[config.mk]
export PLATFORM = sky130hd
export DESIGN_NAME = sensor_packet_deframer
export DESIGN_NICKNAME = d
export VERILOG_FILES = /design/src/spd_pkg.sv /design/src/spd_ctrl.sv /design/src/spd_datapath.sv /design/src/sensor_packet_deframer.sv
export SDC_FILE = /design/constraint.sdc
export NUM_CORES = 1
export LEC_CHECK = 0
export BUFFER_PORTS_ARGS = -buffer_cell sky130_fd_sc_hd__buf_2
export CORE_MARGIN = 4
export CORE_UTILIZATION = 51
export DETAILED_ROUTE_END_ITERATION = 10
export PLACE_DENSITY = 0.69
export SLEW_MARGIN = 25
export SYNTH_ARGS = -nofsm -noshare
export SYNTH_HDL_FRONTEND = slang
export SYNTH_HIERARCHICAL = 1
export SYNTH_SLANG_ARGS = --single-unit
[constraint.sdc]
create_clock -name clk_i -period 6.9 [get_ports clk_i]
set_input_delay 0.345 -clock clk_i [delete_from_list [all_inputs] [get_ports clk_i]]
set_output_delay 0.345 -clock clk_i [all_outputs]
set_load 0.01 [all_outputs]
[src/spd_pkg.sv]
`timescale 1ns / 1ps
// ----------------------------------------------------------------------------
// spd_pkg
// Shared constants, codes, command/status types and the CRC16 byte update
// for the sensor packet deframer.
// ----------------------------------------------------------------------------
package spd_pkg;

  localparam int unsigned MAX_PAYLOAD = 32;
  localparam int unsigned IDX_W       = $clog2(MAX_PAYLOAD);
  localparam int unsigned CNT_W       = $clog2(MAX_PAYLOAD + 1);

  localparam logic [7:0]  SYNC_BYTE = 8'hFA;
  localparam logic [15:0] CRC_POLY  = 16'h1021;
  localparam logic [15:0] CRC_TOP   = 16'h8000;

  // configuration register indexes
  localparam logic [2:0] CFG_CONFIGURED   = 3'd0;
  localparam logic [2:0] CFG_PAYLOAD_LEN  = 3'd1;
  localparam logic [2:0] CFG_CHECK_MODE   = 3'd2;
  localparam logic [2:0] CFG_LANE_MAP     = 3'd3;
  localparam logic [2:0] CFG_START_MASK   = 3'd4;

  // result status codes
  localparam logic [1:0] STATUS_FIELD     = 2'd0;
  localparam logic [1:0] STATUS_BAD_CHECK = 2'd1;
  localparam logic [1:0] STATUS_NOT_CFG   = 2'd2;

  localparam logic MODE_XOR8  = 1'b0;
  localparam logic MODE_CRC16 = 1'b1;

  typedef struct packed {
    logic       clr_sums;     // sync seen: start a new packet
    logic       store_byte;   // payload word: store and fold into sums
    logic       set_rx_hi;    // CRC MSB word
    logic       start_drain;  // good checksum: rewind field walk
    logic       advance;      // step to the next payload byte
    logic       emit;         // load the output register
    logic [1:0] emit_status;
    logic       emit_last;
  } spd_cmd_t;

  typedef struct packed {
    logic configured;
    logic check_mode;
    logic is_sync;
    logic count_done;
    logic xor_match;
    logic crc_match;
    logic drain_last;
    logic next_start;
    logic slot_free;
  } spd_stat_t;

  function automatic logic [15:0] crc16_update(input logic [15:0] crc_in,
                                               input logic [7:0]  data);
    logic [15:0] crc;
    crc = crc_in ^ {data, 8'h00};
    for (int k = 0; k < 8; k++) begin
      if ((crc & CRC_TOP) != 16'h0000) begin
        crc = {crc[14:0], 1'b0} ^ CRC_POLY;
      end else begin
        crc = {crc[14:0], 1'b0};
      end
    end
    return crc;
  endfunction

endpackage

[src/spd_ctrl.sv]
`timescale 1ns / 1ps
// ----------------------------------------------------------------------------
// spd_ctrl
// Packet parse and field drain sequencer. Issues commands to the datapath
// from the accepted word and the datapath status.
// ----------------------------------------------------------------------------
module spd_ctrl
  import spd_pkg::*;
(
  input  logic      clk_i,
  input  logic      rst_ni,
  input  logic      in_valid_i,
  output logic      in_ready_o,
  input  spd_stat_t stat_i,
  output spd_cmd_t  cmd_o
);

  typedef enum logic [2:0] {
    S_SYNC,
    S_PAYLOAD,
    S_CHECK,
    S_CHECK_LSB,
    S_READ,
    S_MERGE
  } state_e;

  state_e state_q, state_d;
  logic   in_fire;

  always_comb begin
    in_ready_o = stat_i.slot_free &&
                 ((state_q == S_SYNC) || (state_q == S_PAYLOAD) ||
                  (state_q == S_CHECK) || (state_q == S_CHECK_LSB));
    in_fire = in_valid_i && in_ready_o;
    state_d = state_q;
    cmd_o   = '0;

    unique case (state_q)
      S_SYNC, S_PAYLOAD, S_CHECK, S_CHECK_LSB: begin
        if (in_fire && !stat_i.configured) begin
          cmd_o.emit        = 1'b1;
          cmd_o.emit_status = STATUS_NOT_CFG;
          cmd_o.emit_last   = 1'b1;
        end else if (in_fire) begin
          unique case (state_q)
            S_SYNC: begin
              if (stat_i.is_sync) begin
                cmd_o.clr_sums = 1'b1;
                state_d        = S_PAYLOAD;
              end
            end
            S_PAYLOAD: begin
              cmd_o.store_byte = 1'b1;
              if (stat_i.count_done) begin
                state_d = S_CHECK;
              end
            end
            S_CHECK: begin
              if (stat_i.check_mode == MODE_CRC16) begin
                cmd_o.set_rx_hi = 1'b1;
                state_d         = S_CHECK_LSB;
              end else if (stat_i.xor_match) begin
                cmd_o.start_drain = 1'b1;
                state_d           = S_READ;
              end else begin
                cmd_o.emit        = 1'b1;
                cmd_o.emit_status = STATUS_BAD_CHECK;
                cmd_o.emit_last   = 1'b1;
                state_d           = S_SYNC;
              end
            end
            default: begin
              if (stat_i.crc_match) begin
                cmd_o.start_drain = 1'b1;
                state_d           = S_READ;
              end else begin
                cmd_o.emit        = 1'b1;
                cmd_o.emit_status = STATUS_BAD_CHECK;
                cmd_o.emit_last   = 1'b1;
                state_d           = S_SYNC;
              end
            end
          endcase
        end
      end
      S_READ: begin
        state_d = S_MERGE;
      end
      S_MERGE: begin
        // when a result is due, hold here while the output register is still full
        if (stat_i.drain_last) begin
          if (stat_i.slot_free) begin
            cmd_o.emit        = 1'b1;
            cmd_o.emit_status = STATUS_FIELD;
            cmd_o.emit_last   = 1'b1;
            state_d           = S_SYNC;
          end
        end else if (stat_i.next_start) begin
          if (stat_i.slot_free) begin
            cmd_o.emit        = 1'b1;
            cmd_o.emit_status = STATUS_FIELD;
            cmd_o.advance     = 1'b1;
            state_d           = S_READ;
          end
        end else begin
          cmd_o.advance = 1'b1;
          state_d       = S_READ;
        end
      end
      default: state_d = S_SYNC;
    endcase
  end

  always_ff @(posedge clk_i or negedge rst_ni) begin
    if (!rst_ni) begin
      state_q <= S_SYNC;
    end else begin
      state_q <= state_d;
    end
  end

endmodule

[src/spd_datapath.sv]
`timescale 1ns / 1ps
// ----------------------------------------------------------------------------
// spd_datapath
// Configuration registers, payload store, XOR8/CRC16 sums, field assembly
// and the output register.
// ----------------------------------------------------------------------------
module spd_datapath
  import spd_pkg::*;
(
  input  logic               clk_i,
  input  logic               rst_ni,
  input  logic               cfg_valid_i,
  input  logic [2:0]         cfg_index_i,
  input  logic [63:0]        cfg_data_i,
  input  logic [7:0]         data_byte_i,
  input  logic               out_ready_i,
  input  spd_cmd_t           cmd_i,
  output spd_stat_t          stat_o,
  output logic               out_valid_o,
  output logic [1:0]         status_o,
  output logic [4:0]         field_index_o,
  output logic signed [31:0] value_o,
  output logic               last_o
);

  logic              configured_q;
  logic [5:0]        payload_len_q;
  logic              check_mode_q;
  logic [63:0]       lane_map_q;
  logic [31:0]       start_mask_q;

  logic [CNT_W-1:0]  byte_count_q;
  logic [CNT_W-1:0]  byte_count_inc;
  logic [7:0]        xor_q;
  logic [15:0]       crc_q;
  logic [7:0]        rx_hi_q;
  logic [CNT_W-1:0]  eff_len;

  logic [7:0]        mem [MAX_PAYLOAD];
  logic [7:0]        rd_q;

  logic [IDX_W-1:0]  drain_idx_q;
  logic [IDX_W-1:0]  next_idx;
  logic [31:0]       acc_q;
  logic [31:0]       merged;
  logic [1:0]        lane;
  logic [4:0]        field_q;

  logic              out_valid_q;
  logic [1:0]        status_q;
  logic [4:0]        field_index_q;
  logic [31:0]       value_q;
  logic              last_q;

  always_comb begin
    if (payload_len_q == 6'd0) begin
      eff_len = CNT_W'(1);
    end else if (payload_len_q > 6'(MAX_PAYLOAD)) begin
      eff_len = CNT_W'(MAX_PAYLOAD);
    end else begin
      eff_len = CNT_W'(payload_len_q);
    end
    byte_count_inc = (byte_count_q < CNT_W'(MAX_PAYLOAD)) ?
                     byte_count_q + CNT_W'(1) : byte_count_q;
    next_idx = drain_idx_q + IDX_W'(1);
    lane     = lane_map_q[{drain_idx_q, 1'b0} +: 2];
    merged   = acc_q | ({24'h000000, rd_q} << {lane, 3'b000});

    stat_o.configured = configured_q;
    stat_o.check_mode = check_mode_q;
    stat_o.is_sync    = (data_byte_i == SYNC_BYTE);
    stat_o.count_done = (byte_count_inc >= eff_len);
    stat_o.xor_match  = (xor_q == data_byte_i);
    stat_o.crc_match  = (crc_q == {rx_hi_q, data_byte_i});
    stat_o.drain_last = ({1'b0, drain_idx_q} == (eff_len - CNT_W'(1)));
    stat_o.next_start = start_mask_q[next_idx];
    stat_o.slot_free  = !out_valid_q || out_ready_i;
  end

  // configuration and control state
  always_ff @(posedge clk_i or negedge rst_ni) begin
    if (!rst_ni) begin
      configured_q  <= 1'b0;
      payload_len_q <= 6'd1;
      check_mode_q  <= MODE_XOR8;
      lane_map_q    <= '0;
      start_mask_q  <= 32'h0000_0001;
      byte_count_q  <= '0;
      xor_q         <= '0;
      crc_q         <= '0;
      rx_hi_q       <= '0;
      out_valid_q   <= 1'b0;
    end else begin
      if (cfg_valid_i) begin
        unique case (cfg_index_i)
          CFG_CONFIGURED:  configured_q  <= cfg_data_i[0];
          CFG_PAYLOAD_LEN: payload_len_q <= cfg_data_i[5:0];
          CFG_CHECK_MODE:  check_mode_q  <= cfg_data_i[0];
          CFG_LANE_MAP:    lane_map_q    <= cfg_data_i;
          CFG_START_MASK:  start_mask_q  <= cfg_data_i[31:0];
          default: ;
        endcase
      end
      if (cmd_i.clr_sums) begin
        byte_count_q <= '0;
        xor_q        <= '0;
        crc_q        <= '0;
        rx_hi_q      <= '0;
      end
      if (cmd_i.store_byte) begin
        byte_count_q <= byte_count_inc;
        xor_q        <= xor_q ^ data_byte_i;
        crc_q        <= crc16_update(crc_q, data_byte_i);
      end
      if (cmd_i.set_rx_hi) begin
        rx_hi_q <= data_byte_i;
      end
      if (cmd_i.emit) begin
        out_valid_q <= 1'b1;
      end else if (out_ready_i) begin
        out_valid_q <= 1'b0;
      end
    end
  end

  // payload store, read at the drain index every cycle
  always_ff @(posedge clk_i) begin
    if (cmd_i.store_byte && (byte_count_q < CNT_W'(MAX_PAYLOAD))) begin
      mem[byte_count_q[IDX_W-1:0]] <= data_byte_i;
    end
    rd_q <= mem[drain_idx_q];
  end

  // field walk and output payload
  always_ff @(posedge clk_i) begin
    if (cmd_i.start_drain) begin
      drain_idx_q <= '0;
      acc_q       <= '0;
      field_q     <= '0;
    end else begin
      if (cmd_i.advance) begin
        drain_idx_q <= next_idx;
        acc_q       <= cmd_i.emit ? 32'h0000_0000 : merged;
      end
      if (cmd_i.emit && (cmd_i.emit_status == STATUS_FIELD)) begin
        field_q <= field_q + 5'd1;
      end
    end
    if (cmd_i.emit) begin
      status_q <= cmd_i.emit_status;
      last_q   <= cmd_i.emit_last;
      if (cmd_i.emit_status == STATUS_FIELD) begin
        field_index_q <= field_q;
        value_q       <= merged;
      end else begin
        field_index_q <= '0;
        value_q       <= '0;
      end
    end
  end

  assign out_valid_o   = out_valid_q;
  assign status_o      = status_q;
  assign field_index_o = field_index_q;
  assign value_o       = signed'(value_q);
  assign last_o        = last_q;

endmodule

[src/sensor_packet_deframer.sv]
`timescale 1ns / 1ps
// ----------------------------------------------------------------------------
// sensor_packet_deframer
// Sync-byte framed packet deframer with XOR8 or CRC16 check, field output.
// ----------------------------------------------------------------------------
// Usage:
//   Input channel (in_valid_i/in_ready_o, data_byte_i) takes one received word
//   per handshake. Outside a packet words are dropped until the sync byte 0xFA.
//   Config channel (cfg_valid_i/cfg_ready_o, cfg_index_i, cfg_data_i) is always
//   ready; write it only while the block is idle.
//   Output channel (out_valid_o/out_ready_i) carries status, field_index, value
//   and last. A bad checksum gives one error result; a good one gives one
//   result per field, the final one with last set.
//   Sequence: sync, payload and checksum words are accepted while the output
//   register has room. After a good checksum the field walk reads each payload
//   byte from the store and then merges it (store read, then merge); a merge
//   that owes a result waits for room, and input is held off during the walk.
//   An unconfigured block answers each word with a result the next cycle.
//   Reset returns the parser to sync search and restores the register defaults;
//   the payload store is not cleared. When the receiver stalls, the result is
//   held in the output register; input and the next field result wait for it.
// ----------------------------------------------------------------------------
module sensor_packet_deframer
  import spd_pkg::*;
(
  input  logic               clk_i,
  input  logic               rst_ni,
  input  logic               cfg_valid_i,
  output logic               cfg_ready_o,
  input  logic [2:0]         cfg_index_i,
  input  logic [63:0]        cfg_data_i,
  input  logic               in_valid_i,
  output logic               in_ready_o,
  input  logic [7:0]         data_byte_i,
  output logic               out_valid_o,
  input  logic               out_ready_i,
  output logic [1:0]         status_o,
  output logic [4:0]         field_index_o,
  output logic signed [31:0] value_o,
  output logic               last_o
);

  spd_cmd_t  cmd;
  spd_stat_t stat;

  assign cfg_ready_o = 1'b1;

  spd_ctrl u_ctrl (
    .clk_i      (clk_i),
    .rst_ni     (rst_ni),
    .in_valid_i (in_valid_i),
    .in_ready_o (in_ready_o),
    .stat_i     (stat),
    .cmd_o      (cmd)
  );

  spd_datapath u_datapath (
    .clk_i         (clk_i),
    .rst_ni        (rst_ni),
    .cfg_valid_i   (cfg_valid_i),
    .cfg_index_i   (cfg_index_i),
    .cfg_data_i    (cfg_data_i),
    .data_byte_i   (data_byte_i),
    .out_ready_i   (out_ready_i),
    .cmd_i         (cmd),
    .stat_o        (stat),
    .out_valid_o   (out_valid_o),
    .status_o      (status_o),
    .field_index_o (field_index_o),
    .value_o       (value_o),
    .last_o        (last_o)
  );

endmodule

==> flow_metrics.tcl, run 1 <==
set metrics [dict create \
    place_congestion 0.771 \
    pin_count 123 \
    worstSkewPairLatency_ns 0.58 \
    top_layer_used "met4" \
    clock_tree.buffer_depth 3 \
    cap_violations 0 \
    final_net_count 1575 \
    detail-route-antenna-nets 0 \
    placed_area_sq_um 21800 \
    pint_uw 5630 \
    synth_ff_type "sky130_fd_sc_hd__edfxtp_1" \
    period_share_pct 67.7 \
    first_global_vias 12200 \
    syn2layout_area_growth_pct 14.9 \
    p_sw_uw 1990 \
    route.vias.total 11900 \
    post_drt_wl_per_cell_um 22.7 \
    fp.dieW_um 210 \
    grt_antenna_before_repair 1 \
    layout.cells.non_filler 2045 \
    rsz0062_at_grt "no" \
    timing.fmax_mhz 214 \
    num_antenna_cells 0 \
    postSynthCellCount 1331 \
    worst_ep_arrival_time_ns 5.14 \
    routed_wirelength_um 46400 \
    first_pass_grt_wire_length_um 72100 \
    multi_input_area_sq_um 6810 \
    global_route.usage.total_pct 21.2 \
    p_seq_share_pct 48.9 \
    combinational_share_of_power_pct 16.8 \
    fp.dieArea_sq_um 44100 \
    wl_met3_um 3150 \
    syn_avg_cell_area_sq_um 15.6 \
    layout-drive-gt1-share_pct 29.5 \
    power.density_nw_per_um2 319 \
    cts_htree_levels 2 \
    cts_root_buffer "sky130_fd_sc_hd__clkbuf_16" \
    timing.critical_path.to_type "flop" \
    finalMaxSlewViolations 0 \
    tritoncts "done" \
    dieHeight_um 210 \
    placementRows 73 \
    critical_path.max_fanout 48 \
    critPathLaunchType "flop" \
    post-route-drc-count 0 \
    timing.setup.critical_path_class "flop to flop" \
    layout.area.seq_sq_um 13600 \
    gr-total-overflow 0 \
    vdd_drop_max_v 0.000218 \
    final.fill_count 2955 \
    finalSetupTns_ns 0 \
    timing.clock.skew_ns 0.0150 \
    numPlacedInstances 1914 \
    seq_area_frac_synth_pct 65.2 \
    power_leakage_uw 0.00861 \
    hold_path.class "input port to flop" \
    run_status "finished clean" \
    grt_start_max_net_pins 78 \
    switching_share_pct 26.1 \
    post-cts-setup-buffer-count 0 \
    yosys_warnings 6 \
    fp.coreArea_sq_um 40000 \
    period_minus_slack_ns 4.67 \
    finish.instance_area_sq_um 23900 \
    report.final.hold_viol_count 0 \
    cts.clk_slew.worst_paths_ns 0.06 \
    worst_slew_margin_rel_pct 37.1 \
    timing_worst_slew_pin_value_ns 0.935 \
    cts_num_sinks 492 \
    cp.required_ns 7.37 \
    final-setup-viol-count 0 \
    part_of_the_power_in_the_clock_network_pct 34.3 \
    netlist_area_sq_um 20800 \
    start_util_pct 52.0 \
    route.layer.met1.wl_um 19400 \
    dp_hpwl_um 29500 \
    synth.lib_cells_used.distinct 58 \
    drt_iter0_markers 1115 \
    drt_pass1_iterations 5 \
    buffer_ports.inserted 121 \
    cts_buffers 50 \
    met2WireLength_um 22600 \
    synth_edf_count 296 \
    async_reset_ff_share_pct 29.7 \
    syn_nets 1424 \
    yosys_register_bits 492 \
    avgViaCountPerCell 5.81 \
]
==> placed cells by master, fill, tap and decap left out, types with 9 or more instances in the layout <==
cell type	count
sky130_fd_sc_hd__edfxtp_1	296
sky130_fd_sc_hd__dfrtp_1	144
sky130_fd_sc_hd__nand2_1	129
sky130_fd_sc_hd__buf_2	120
sky130_fd_sc_hd__mux2_2	114
sky130_fd_sc_hd__mux4_2	90
sky130_fd_sc_hd__nor2_1	59
sky130_fd_sc_hd__clkbuf_16	53
sky130_fd_sc_hd__o31ai_1	50
sky130_fd_sc_hd__xnor2_1	47
sky130_fd_sc_hd__dfxtp_1	47
sky130_fd_sc_hd__dlygate4sd3_1	40
sky130_fd_sc_hd__mux2i_1	34
sky130_fd_sc_hd__buf_4	24
sky130_fd_sc_hd__xor2_1	22
sky130_fd_sc_hd__o21ai_0	18
sky130_fd_sc_hd__o22ai_1	17
sky130_fd_sc_hd__a22oi_1	16
sky130_fd_sc_hd__a32o_1	16
sky130_fd_sc_hd__and2_1	15
sky130_fd_sc_hd__ha_1	13
sky130_fd_sc_hd__clkbuf_1	12
sky130_fd_sc_hd__inv_1	10
sky130_fd_sc_hd__nand4_1	10
sky130_fd_sc_hd__clkinv_2	9
sky130_fd_sc_hd__nand3_1	9
==> cells in the mapped netlist (all sizes together), types with 6 or more instances <==
cell    instances  area share [%]
xor2           22            0.93
mux2          114             6.2
nand3          10            0.24
clkbuf         52            0.95
nor2           61             1.1
nand2b          8            0.24
ha             13            0.78
a32o           16            0.77
edfxtp        296              43
dfrtp         144              17
o22ai          17            0.51
buf            35             1.2
a22oi          16            0.58
inv            11            0.20
dfxtp          50             4.8
nor2b           8            0.24
mux2i          34             1.6
nor3            6            0.17
nand4          10            0.30
xnor2          47             2.0
o31ai          50             1.8
and2           16            0.48
a22o            8            0.34
nand2         129             2.3
a21oi           8            0.19
o21ai          23            0.55
mux4           90             9.8
==> metal layers <==
layer | vias to the layer above | global-route usage, %
met4 | 0 | 6.17
met1 | 6049 | 29.2
li1 | 5355 | -
met3 | 79 | 4.45
met5 | - | 0
met2 | 398 | 34.4
==> state kept, by name, summed over array words and instances (netlist names), 6 cells and up <==
name and count:
u_datapath/payload_len_q 6, u_datapath/acc_q 32, u_datapath/rd_q 8, u_datapath/xor_q 8, u_datapath/byte_count_q 6, u_datapath/value_o 32
u_datapath/crc_q 16, u_datapath/lane_map_q 64, u_datapath/start_mask_q 32, u_datapath/rx_hi_q 8, u_datapath/mem 256
==> path summary, 6_finish.rpt <==
| check | startpoint | end | slack [ns] | cells after the start |
|---|---|---|---|---|
| max | u_datapath/payload_len_q[1]$_DFFE_PN0P_ | u_datapath/acc_q[7]$_SDFFE_PP0P_ | 2.23 | 16 |
| max in group asynchronous | rst_ni | u_datapath/lane_map_q[49]$_DFFE_PN0P_ | 5.17 | 3 |
| min | cfg_data_i[24] | u_datapath/lane_map_q[24]$_DFFE_PN0P_ | 0.03 | 2 |
| min reg2reg | u_datapath/acc_q[25]$_SDFFE_PP0P_ | u_datapath/acc_q[25]$_SDFFE_PP0P_ | 0.45 | 2 |
| max reg2reg | u_datapath/payload_len_q[1]$_DFFE_PN0P_ | u_datapath/acc_q[7]$_SDFFE_PP0P_ | 2.23 | 16 |
| min in group asynchronous | rst_ni | u_datapath/lane_map_q[24]$_DFFE_PN0P_ | 0.35 | 2 |
==> power groups by stage <==
| stage | Combinational [uW] | Clock, uW | Sequential [uW] |
|---|---|---|---|
| final | 1280 | 2610 | 3730 |
| after global routing | 1420 | 2800 | 3770 |
| after CTS | 1290 | 2670 | 3730 |
| after detailed placement | 1260 | 0 | 3780 |
| after global placement | 1230 | 0 | 3780 |
| after floorplan | 951 | 0 | 3710 |
==> cell families after synthesis <==
group | synth area share [%]
AO/OA/AOI/OAI | 5.29
XOR/XNOR | 2.91
adder cells (fa/ha/maj) | 0.783
buffers and inverters | 2.37
flip-flops | 65.2
multiplexers | 17.6
other | 0.0180
AND/OR/NAND/NOR | 5.91
==> stage by stage <==
step                      hold WS, ns  total power, uW  setup WS [ns]  utilization [%]
after floorplan                0.0494             4660          0.552                -
after global placement          0.417             5010           2.41             54.6
after detailed placement        0.422             5050           2.25             54.6
final                          0.0309             7620           2.23             59.7
after CTS                     0.00211             7690           2.23             59.6
after global routing          0.00613             7990           1.86             59.7
==> timing repair <==
action | 4_1_cts | 5_1_grt
endpoints found under the hold margin | 119 | 0
hold buffers | 40 | 0
gates resized for setup | 0 | 0
==> critical path, cell delays in order, from the launching register on <==
cell and delay [ns]:
sky130_fd_sc_hd__dfrtp_1 0.41, sky130_fd_sc_hd__nor4_1 0.36, sky130_fd_sc_hd__nor2_1 0.08, sky130_fd_sc_hd__nor2_1 0.22, sky130_fd_sc_hd__inv_1 0.07, sky130_fd_sc_hd__ha_1 0.25, sky130_fd_sc_hd__xnor2_1 0.13, sky130_fd_sc_hd__o21ai_0 0.14
sky130_fd_sc_hd__a21oi_1 0.08, sky130_fd_sc_hd__nor4_1 0.63, sky130_fd_sc_hd__o21ai_0 0.26, sky130_fd_sc_hd__o21ai_4 0.67, sky130_fd_sc_hd__buf_4 0.39, sky130_fd_sc_hd__a21oi_2 0.08, sky130_fd_sc_hd__buf_4 0.27, sky130_fd_sc_hd__and2_1 0.23
sky130_fd_sc_hd__a32o_1 0.25
==> layout make-up <==
| class | instances | area share, % |
|---|---|---|
| multi-input cells | 741 | 28.5 |
| clock inverters | 19 | 0.603 |
| well taps | 525 | 2.75 |
| clock buffers | 71 | 6.09 |
| inverters | 11 | 0.173 |
| flip-flops and latches | 492 | 56.8 |
| repair buffers | 186 | 5.11 |
Note: power is estimated with default switching activity, not from simulation.
==> inputs of run 2 (changes only) <==
- PLACE_DENSITY: 0.69 -> 0.71
- clock period: 6.9 -> 4.01 ns (I/O delays scaled with it)
==> flow_metrics.tcl, run 2 (synthesis gave the netlist of run 1 again) <==
set metrics [dict create \
    run_status "finished clean" \
    fp.dieArea_sq_um 44100 \
    layout-drive-gt1-share_pct 30.8 \
    place_congestion 0.809 \
    grt_antenna_before_repair 1 \
    timing.fmax_mhz 262 \
    cts.clk_slew.worst_paths_ns 0.06 \
    fin_total_pwr_uw 13400 \
    gr-total-overflow 0 \
    post_drt_wl_per_cell_um 22.6 \
    first_global_vias 12700 \
    period_minus_slack_ns 3.82 \
    number_of_flip_flops_in_the_largest_register 256 \
    power_leakage_uw 0.00892 \
    layout.cells.most_common "sky130_fd_sc_hd__edfxtp_1" \
    worst_slew_margin_rel_pct 29.4 \
    finalSetupTns_ns 0 \
    hold_path.class "input port to flop" \
    layout.cells.most_common_list "296 x sky130_fd_sc_hd__edfxtp_1, 144 x sky130_fd_sc_hd__dfrtp_1, 129 x sky130_fd_sc_hd__nand2_1" \
    cts_htree_levels 2 \
    drt_pass1_iterations 5 \
    fp.coreArea_sq_um 40000 \
    timing.setup.critical_path_class "flop to flop" \
    cp.required_ns 4.52 \
    period_share_pct 95.3 \
    first_pass_grt_wire_length_um 74800 \
    dieHeight_um 210 \
    power.density_nw_per_um2 547 \
    vdd_drop_max_v 0.000427 \
    critical_path.top_delay_family "multiplexers" \
    worstPathBufferInverterCount 3 \
    dp_hpwl_um 30800 \
    final_net_count 1632 \
    detail-route-antenna-nets 0 \
    final-setup-viol-count 0 \
    timing.critical_path.to_type "flop" \
    finalMaxSlewViolations 0 \
    route.vias.total 12300 \
    fp.dieW_um 210 \
    tritoncts "done" \
    cp_cell_sequence "ha_1, mux4_2, mux4_2, mux2_2, nor2b_1, nor3_1, buf_4, inv_1, nor3_2, buf_4, a32o_1" \
    start_util_pct 52.0 \
    critPathSlowestCell "sky130_fd_sc_hd__nor3_1" \
    routed_wirelength_um 47700 \
    cap_violations 0 \
    hold-worst-slack_ns 0.0467 \
    drt_iter0_markers 1081 \
    max_stage_delay_ns 0.63 \
    grt_start_max_net_pins 117 \
    global_route.usage.total_pct 21.8 \
    avgViaCountPerCell 5.82 \
    rsz0062_at_grt "no" \
    placementRows 73 \
    timing_worst_slew_pin_value_ns 1.06 \
    worstSkewPairLatency_ns 0.59 \
    pin_count 123 \
    post-route-drc-count 0 \
    critical_path.max_fanout 16 \
    timing.clock.skew_ns 0.0250 \
    cts_buffers 50 \
    worst_ep_arrival_time_ns 4.33 \
    cts_num_sinks 492 \
    critPathLaunchType "flop" \
    clock_tree.buffer_depth 3 \
    report.final.hold_viol_count 0 \
    syn2layout_area_growth_pct 17.7 \
    cts_root_buffer "sky130_fd_sc_hd__clkbuf_16" \
    buffer_ports.inserted 121 \
]
==> run 2: where the power goes <==
group,internal (uW),switching (uW)
registers,5970,423
clock network,2760,1930
logic,1120,1180
==> run 2: layout make-up <==
cell class | count | area, sq um
fill | 2898 | 15500
sequential | 492 | 13600
multi-input combinational | 742 | 6820
timing repair buffer | 242 | 1710
clock buffer | 62 | 1370
tap | 525 | 657
clock inverter | 31 | 313
inverter | 11 | 41.3
antenna | 1 | 2.50
==> run 2: routing by layer <==
layer  global-route usage [%]  up-vias  wire [um]
li1                         -     5483          -
met1                     29.8     6282      19700
met2                     37.2      427      24200
met3                     3.81       59       2960
met4                     4.82        0        803
met5                        0        -          0
==> run 2: timing repair <==
| item | CTS | global route |
|---|---|---|
| resized for setup | 1 | 6 |
| hold buffers | 68 | 0 |
| setup buffers | 0 | 0 |
| gates cloned | 0 | 1 |
| pin swaps | 0 | 1 |
| endpoints found under the setup margin | 2 | 6 |
| endpoints found under the hold margin | 227 | 0 |
==> run 2: worst register-to-register path: stages (launching register included) <==
cell,delay (ns)
sky130_fd_sc_hd__dfxtp_4,0.34
sky130_fd_sc_hd__ha_1,0.50
sky130_fd_sc_hd__mux4_2,0.36
sky130_fd_sc_hd__mux4_2,0.48
sky130_fd_sc_hd__mux2_2,0.32
sky130_fd_sc_hd__nor2b_1,0.14
sky130_fd_sc_hd__nor3_1,0.63
sky130_fd_sc_hd__buf_4,0.29
sky130_fd_sc_hd__inv_1,0.06
sky130_fd_sc_hd__nor3_2,0.16
sky130_fd_sc_hd__buf_4,0.24
sky130_fd_sc_hd__a32o_1,0.21
==> run 2: stage by stage <==
step	instances	setup WS, ns	utilization, %	instance area (sq um)
finish	2106	0.187	61.1	24500
global route	2106	0.00830	61.1	24500
CTS	2104	0.0746	61.1	24400
detailed placement	1943	-0.0224	55.1	22100
global placement	1943	0.188	55.1	22100
floorplan	1331	0.105	-	20800
==> run 2: worst paths after layout <==
path / slack, ns / start / cells past startpoint / end
worst max-delay path: 0.19 / u_datapath/drain_idx_q[0]$_SDFFE_PP0P_ / 11 / u_datapath/acc_q[14]$_SDFFE_PP0P_
worst min-delay path: 0.05 / data_byte_i[5] / 2 / u_datapath/rx_hi_q[5]$_DFFE_PN0P_
worst max register to register: 0.19 / u_datapath/drain_idx_q[0]$_SDFFE_PP0P_ / 11 / u_datapath/acc_q[14]$_SDFFE_PP0P_
worst min register to register: 0.46 / u_datapath/acc_q[18]$_SDFFE_PP0P_ / 2 / u_datapath/acc_q[18]$_SDFFE_PP0P_
max in group asynchronous: 2.70 / rst_ni / 3 / u_datapath/byte_count_q[2]$_DFFE_PN0P_
min in group asynchronous: 0.32 / rst_ni / 2 / u_datapath/lane_map_q[40]$_DFFE_PN0P_
